--- src/ehash_pkg.sv ---
package ehash_pkg;

   // request operations
   localparam logic [1:0] REQ_FIND   = 2'd0;
   localparam logic [1:0] REQ_INSERT = 2'd1;
   localparam logic [1:0] REQ_REMOVE = 2'd2;

   // result codes
   localparam logic [1:0] RC_OK     = 2'd0;
   localparam logic [1:0] RC_ABSENT = 2'd1;
   localparam logic [1:0] RC_NOROOM = 2'd2;

   // register map
   localparam logic       REG_CAPACITY = 1'b0;
   localparam logic [3:0] CAP_RESET    = 4'd4;

   typedef struct packed {
      logic [1:0]         req_type;
      logic signed [31:0] key;
   } ehash_req_type;

   typedef struct packed {
      logic [1:0] result_code;
      logic [3:0] depth_now;
   } ehash_rsp_type;

endpackage

--- src/ehash_csr.sv ---
module ehash_csr (
   input  logic        clock,
   input  logic        reset,
   input  logic        psel,
   input  logic        penable,
   input  logic        pwrite,
   input  logic [2:0]  paddr,
   input  logic [31:0] pwdata,
   output logic [31:0] prdata,
   output logic        pready,
   output logic [3:0]  capacity
);
   import ehash_pkg::*;

   logic [3:0] cap_ff;
   logic [3:0] cap_in;

   // register write on the access phase
   always_comb begin
      cap_in = cap_ff;
      if (psel && penable && pwrite && (paddr[2] == REG_CAPACITY)) begin
         cap_in = pwdata[3:0];
      end
   end

   always_ff @(posedge clock) begin
      if (reset) begin
         cap_ff <= CAP_RESET;
      end else begin
         cap_ff <= cap_in;
      end
   end

   // read back
   assign prdata   = (paddr[2] == REG_CAPACITY) ? {28'd0, cap_ff} : 32'd0;
   assign pready   = 1'b1;
   assign capacity = cap_ff;

endmodule

--- config.mk ---
export PLATFORM = sky130hd
export DESIGN_NAME = ehash_csr
export DESIGN_NICKNAME = d
export VERILOG_FILES = /design/src/ehash_pkg.sv /design/src/ehash_csr.sv
export SDC_FILE = /design/constraint.sdc
export NUM_CORES = 1
export LEC_CHECK = 0
export ABC_CLOCK_PERIOD_IN_PS = 1300
export BUFFER_PORTS_ARGS = -buffer_cell sky130_fd_sc_hd__buf_2
export CAP_MARGIN = 20
export CORE_MARGIN = 2
export CORE_UTILIZATION = 28
export DETAILED_ROUTE_END_ITERATION = 10
export PLACE_DENSITY_LB_ADDON = 0.15
export SLEW_MARGIN = 20
export SYNTH_ARGS = -nofsm -noshare
export SYNTH_HDL_FRONTEND = slang
export SYNTH_SLANG_ARGS = --single-unit
--- constraint.sdc ---
create_clock -name clock -period 1.3 [get_ports clock]
set_input_delay 0.065 -clock clock [delete_from_list [all_inputs] [get_ports clock]]
set_output_delay 0.065 -clock clock [all_outputs]
set_load 0.1 [all_outputs]
After elaboration in Yosys (flattened, before gate mapping)

Cells that the tools add are included.

Reduce and logical (&&, ||, !) cells: 3
Multiplexer cells: 1
Shift operators: 0
Equal/unequal tests: 0
Add/sub/neg operators: 0
$mul: 0
Order comparisons: 0
Div/mod/pow operators: 0
Bitwise gates (word level): 1

Operators by type and width:

| operator            | number |
|---|---|
| $mux W4             | 1 |
| $logic_and A1 B1 Y1 | 3 |
| $not A1 Y1          | 1 |

Logic and storage cells: 6
ROM bits: 0
Memories kept: 0
Output and inout bits: 37
Bits in writable memories: 0
Input port bits: 40
Bits in latches: 0
Bits in registers: 4

Longest topological paths before layout

Gate-level depths: netlist (run 1).

Word-level depth: 3
Gate-level depth with buffers: 3

Worst setup path before layout (run 1)

Ideal clock, no wire load.

Path type: register to output
Start point: register cap_ff[0] (netlist: capacity[0])
End point: output port prdata[0]
Stages on the path, launching flop included: 2
Path slack: -314 ps
Arrival: 1549 ps
Required time: 1235 ps
Path through: dfxtp_1 > and2b_2

Cells in the longest elaborated chain, start to end: 1

RTL lines:

| item                     | RTL line        | RTL |
|---|---|---|
| start: declaration       | ehash_csr.sv:15 | `logic [3:0] cap_ff;` |
| start signal: assignment | ehash_csr.sv:30 | `cap_ff <= cap_in;` |
| $mux W4                  | ehash_csr.sv:35 | `assign prdata = (paddr[2] == REG_CAPACITY) ? {28'd0, cap_ff} : 32'd0;` |
| end: declaration         | ehash_csr.sv:9  | `output logic [31:0] prdata,` |

No other way between the ends.

Final worst setup path (run 1)

Start point: register cap_ff[3] (netlist: capacity[3])
End point: output port prdata[3]

Same word-level chain as after synthesis.

==> results of run 1 <==
## tightest hold or removal path: cells and delay by family
kind / cells / cell delay [ns]
multiplexers: 1 / 0.06
AND/OR/NAND/NOR: 1 / 0.05
buffers and inverters: 1 / 0.09
## power by group
| group | total (W) | internal, W | switching (W) |
|---|---|---|---|
| logic | 0.000442 | 0.0000236 | 0.000419 |
| clock network | 0.000150 | 0.000103 | 0.0000471 |
| registers | 0.000128 | 0.000127 | 0.00000177 |
| total | 0.000721 | 0.000253 | 0.000467 |
## metrics by stage
stage / std cells / setup slack [ns]
after floorplan: 80 / 0.02965
after global placement: 83 / 0.3745
after detailed placement: 83 / 0.3772
after CTS: 86 / 0.1263
after global routing: 86 / 0.1036
final: 86 / 0.1350
## synthesized netlist by cell type, drive strengths merged
library cell,n
buf,30
nand2b,6
and2b,4
dfxtp,4
mux2i,4
conb,2
nor2,2
and4b,1
## layer usage
layer	GRT usage	vias to the layer above	wire, um
met5	0	-	0
met2	0.08529	25	277
met4	0.03636	0	0
met3	0.02917	0	108
li1	-	140	-
met1	0.05985	114	233
## kinds of logic after synthesis
logic type | after synthesis | synth area share
buf+inv | 30 | 0.5126
flops | 4 | 0.1793
mux | 4 | 0.08964
other cells | 2 | 0.01681
simple gates | 13 | 0.2017
## worst paths after layout
check                           startpoint  cells after the start                        to  slack (ns)
setup reg to reg  capacity[2]$_SDFFE_PP1P_                      2  capacity[2]$_SDFFE_PP1P_        0.71
setup / recovery  capacity[3]$_SDFFE_PP0P_                      2                 prdata[3]        0.14
hold / removal                   pwdata[3]                      3  capacity[3]$_SDFFE_PP0P_        0.09
hold reg to reg   capacity[3]$_SDFFE_PP0P_                      2  capacity[3]$_SDFFE_PP0P_        0.47
## final cells by class
type	instances	area (um2)
Clock buffer	3	22.52
Fill cell	174	1055
Multi-Input combinational cell	46	239.0
Sequential cell	4	85.08
Tap cell	16	20.02
Timing Repair Buffer	17	85.08
==> impl_metrics.ini, run 1 <==
[status]
status = finished clean

[clock_network]
ctsHtreeMaxLevel = 1
clk_path_buf_depth = 2
cts_made_buffers = 3
cts_resized = 0
path_clk_slew_ns = 0.04
cts_setup_buffers = 0
numClockSinks = 4
cts_tree = yes
hold_buffers = 0
root_buffer = clkbuf_4
insertion_delay_ns = 0.23

[synthesis]
postSynthCellCount = 53
synth_top_area_cell = buf_4
yosys_warnings = 0
syn-cell-area_um2 = 446.7
synth.distinct_cells = 9
synthTopCellsByArea = buf_4 (49%), dfxtp_1 (18%), mux2i_1 (9.0%)
avgSynthCellArea_um2 = 8.428
netlist.area_leader.share = 0.4874
synth_seq_area_share = 0.1793
synth_seq_cells = 4

[drt]
wire_per_inst_um = 7.198
antenna_left = 0
avgViaCountPerCell = 3.244
wirelength_um = 619
vias = 279
detail_route.first_pass.iterations = 1
drc = 0
drtIter0Drc = 0

[worst_setup_path]
max_stage_delay_ns = 0.41
required_ns = 1.24
crit_arrival_ns = 1.10
crit_buf_inv = 1
crit_path_end_kind = primary output
critPathMaxFanout = 3
path_cells = and2b_2 > buf_2
slowest_stage = buf_2
critPathLaunchType = flip-flop
crit_family = buffers and inverters
worst-setup-path-type = flip-flop to primary output

[grt]
grt_max_degree = 9
grt_pass1_wl_um = 772
gr-total-overflow = 0
grt_pass1_vias = 198
antenna_found_initial = 0
track_usage = 0.05588

[sta]
setup_tns_ns = 0
hold_slack_ns = 0.08677
finalHoldViolations = 0
period_needed_ns = 1.165
max_freq_mhz = 858.4
setup_violations = 0
period_share = 0.8961
rsz0062_at_grt = no
skew_ns = 0
slew_viol_final = 0

[power]
power.density_nw_per_um2 = 1596
p_leak_nw = 0.2670
total_power_w = 0.0007208
irDropWorstVdd_uv = 490.7

[cells_and_area]
final_cell_mix = conb_1 (29), buf_2 (17), nand2b_1 (6)
largest_reg_flops = 4
layout-drive-gt1-share = 0.4000
final_common_cell = conb_1
syn_to_final_growth_pct = 1.120
n_antenna_cell = 0
final_area_um2 = 451.7
fin_util = 0.2998
fin_nets = 112

[die]
rows = 14
start_util = 0.2965
core_um2 = 1506
dieArea_um2 = 1931
fp.dieH_um = 43.94
chipWidth_um = 43.94
pin_count = 77

[place]
hpwl_um = 527.3
numPortBuffers = 17
gp_congestion = 0.5559
placed_area_um2 = 429.2

[worst_hold_path]
min_path_type = input port to flip-flop

[job]
drv_cap = 0
(Power assumes the default switching activity.)
==> inputs of run 2 (changes only) <==
PLACE_DENSITY = 0.83   (was default)
PLACE_DENSITY_LB_ADDON = default   (was 0.15)
RECOVER_POWER = 100   (was default)
TNS_END_PERCENT = 1   (was default)
==> impl_metrics.ini, run 2 (same netlist as run 1, synthesis figures left out) <==
[sta]
rsz0062_at_grt = no
period_needed_ns = 1.225
slew_headroom = 0.6395
period_share = 0.9422
hold_slack_ns = 0.08487
slew_viol_final = 0
skew_ns = 0
tightest_slew_ns = 0.5430
setup_violations = 0
max_freq_mhz = 816.4
setup_tns_ns = 0
finalHoldViolations = 0

[place]
hpwl_um = 537.4
gp_congestion = 0.5177
numPortBuffers = 17

[die]
core_um2 = 1506
rows = 14
start_util = 0.2965
fp.dieH_um = 43.94
pin_count = 77
chipWidth_um = 43.94
dieArea_um2 = 1931

[clock_network]
cts_resized = 0
numClockSinks = 4
root_buffer = clkbuf_4
insertion_delay_ns = 0.24
hold_buffers = 0
ctsHtreeMaxLevel = 1
clk_path_buf_depth = 2
cts_made_buffers = 3
cts_setup_buffers = 0
path_clk_slew_ns = 0.04
cts_tree = yes

[drt]
avgViaCountPerCell = 3.291
drc = 0
detail_route.first_pass.iterations = 2
wirelength_um = 639
drtIter0Drc = 3
vias = 283
wire_per_inst_um = 7.430
antenna_left = 0

[grt]
grt_pass1_wl_um = 821
antenna_found_initial = 0
gr-total-overflow = 0
track_usage = 0.06762
grt_max_degree = 9
grt_pass1_vias = 198

[worst_setup_path]
crit_path_end_kind = primary output
required_ns = 1.24
max_stage_delay_ns = 0.44
path_cells = and2b_2 > clkbuf_2
rr_worst_depth = 2
critPathLaunchType = flip-flop
crit_arrival_ns = 1.16
worst-setup-path-type = flip-flop to primary output
slowest_stage = clkbuf_2
critPathMaxFanout = 3

[cells_and_area]
nFillCells = 168
syn_to_final_growth_pct = 0
final_cell_mix = conb_1 (29), buf_2 (10), nand2b_1 (6), clkbuf_2 (6)
largest_reg_flops = 4
layout-drive-gt1-share = 0.3429
multiInputGateArea_um2 = 239.0
final_common_cell = conb_1
fin_util = 0.2965
register_area_um2 = 81.33
n_antenna_cell = 0
fin_nets = 112

[power]
power.density_nw_per_um2 = 1639
p_leak_nw = 0.2616
irDropWorstVdd_uv = 536.9

[worst_hold_path]
whs_path_depth = 3
min_path_type = input port to flip-flop

[status]
status = finished clean

[job]
drv_cap = 0
-- run 2: final cells by class --
cell class | count | share of cell area
Multi-Input combinational cell | 46 | 0.5350
Timing Repair Buffer | 17 | 0.1877
Sequential cell | 4 | 0.1821
Clock buffer | 3 | 0.05042
Tap cell | 16 | 0.04482
-- run 2: worst paths after layout --
kind                            slack [ns]                      from                       end
worst max-delay path                  0.08  capacity[2]$_SDFFE_PP1P_                 prdata[2]
worst min-delay path                  0.08                 pwdata[0]  capacity[0]$_SDFFE_PP0P_
worst max register to register        0.70  capacity[2]$_SDFFE_PP1P_  capacity[2]$_SDFFE_PP1P_
worst min register to register        0.48  capacity[0]$_SDFFE_PP0P_  capacity[0]$_SDFFE_PP0P_
-- run 2: routing by layer --
layer  part of all wire  vias to the layer above  track usage
met4                  0                        0      0.03636
met2               0.40                       32      0.08824
met1               0.37                      112      0.06203
li1                   -                      139            -
met5                  0                        -            0
met3               0.22                        0      0.07917
-- run 2: worst max-delay path: cells and delay by family, from the launching register on --
kind                   cells  cell delay [ns]
buffers and inverters      1             0.44
AND/OR/NAND/NOR            1             0.14
flip-flops                 1             0.34
-- run 2: per-stage QoR --
step | worst slack, ns | power [W] | std cells | cell area [um2]
after global routing | 0.01923 | 0.0007633 | 86 | 446.7
after CTS | 0.08458 | 0.0007418 | 86 | 447.9
final | 0.07508 | 0.0007320 | 86 | 446.7
after floorplan | -0.3137 | 0.0006187 | 80 | 549.3
after detailed placement | 0.3508 | 0.0005710 | 83 | 425.4
after global placement | 0.3597 | 0.0005703 | 83 | 425.4
-- run 2: power breakdown --
part / switching (W) / leakage (nW) / internal (W)
Sequential: 0.00000177 / 0.0329 / 0.000126
Clock: 0.0000584 / 0.0138 / 0.000104
Combinational: 0.000419 / 0.215 / 0.0000230
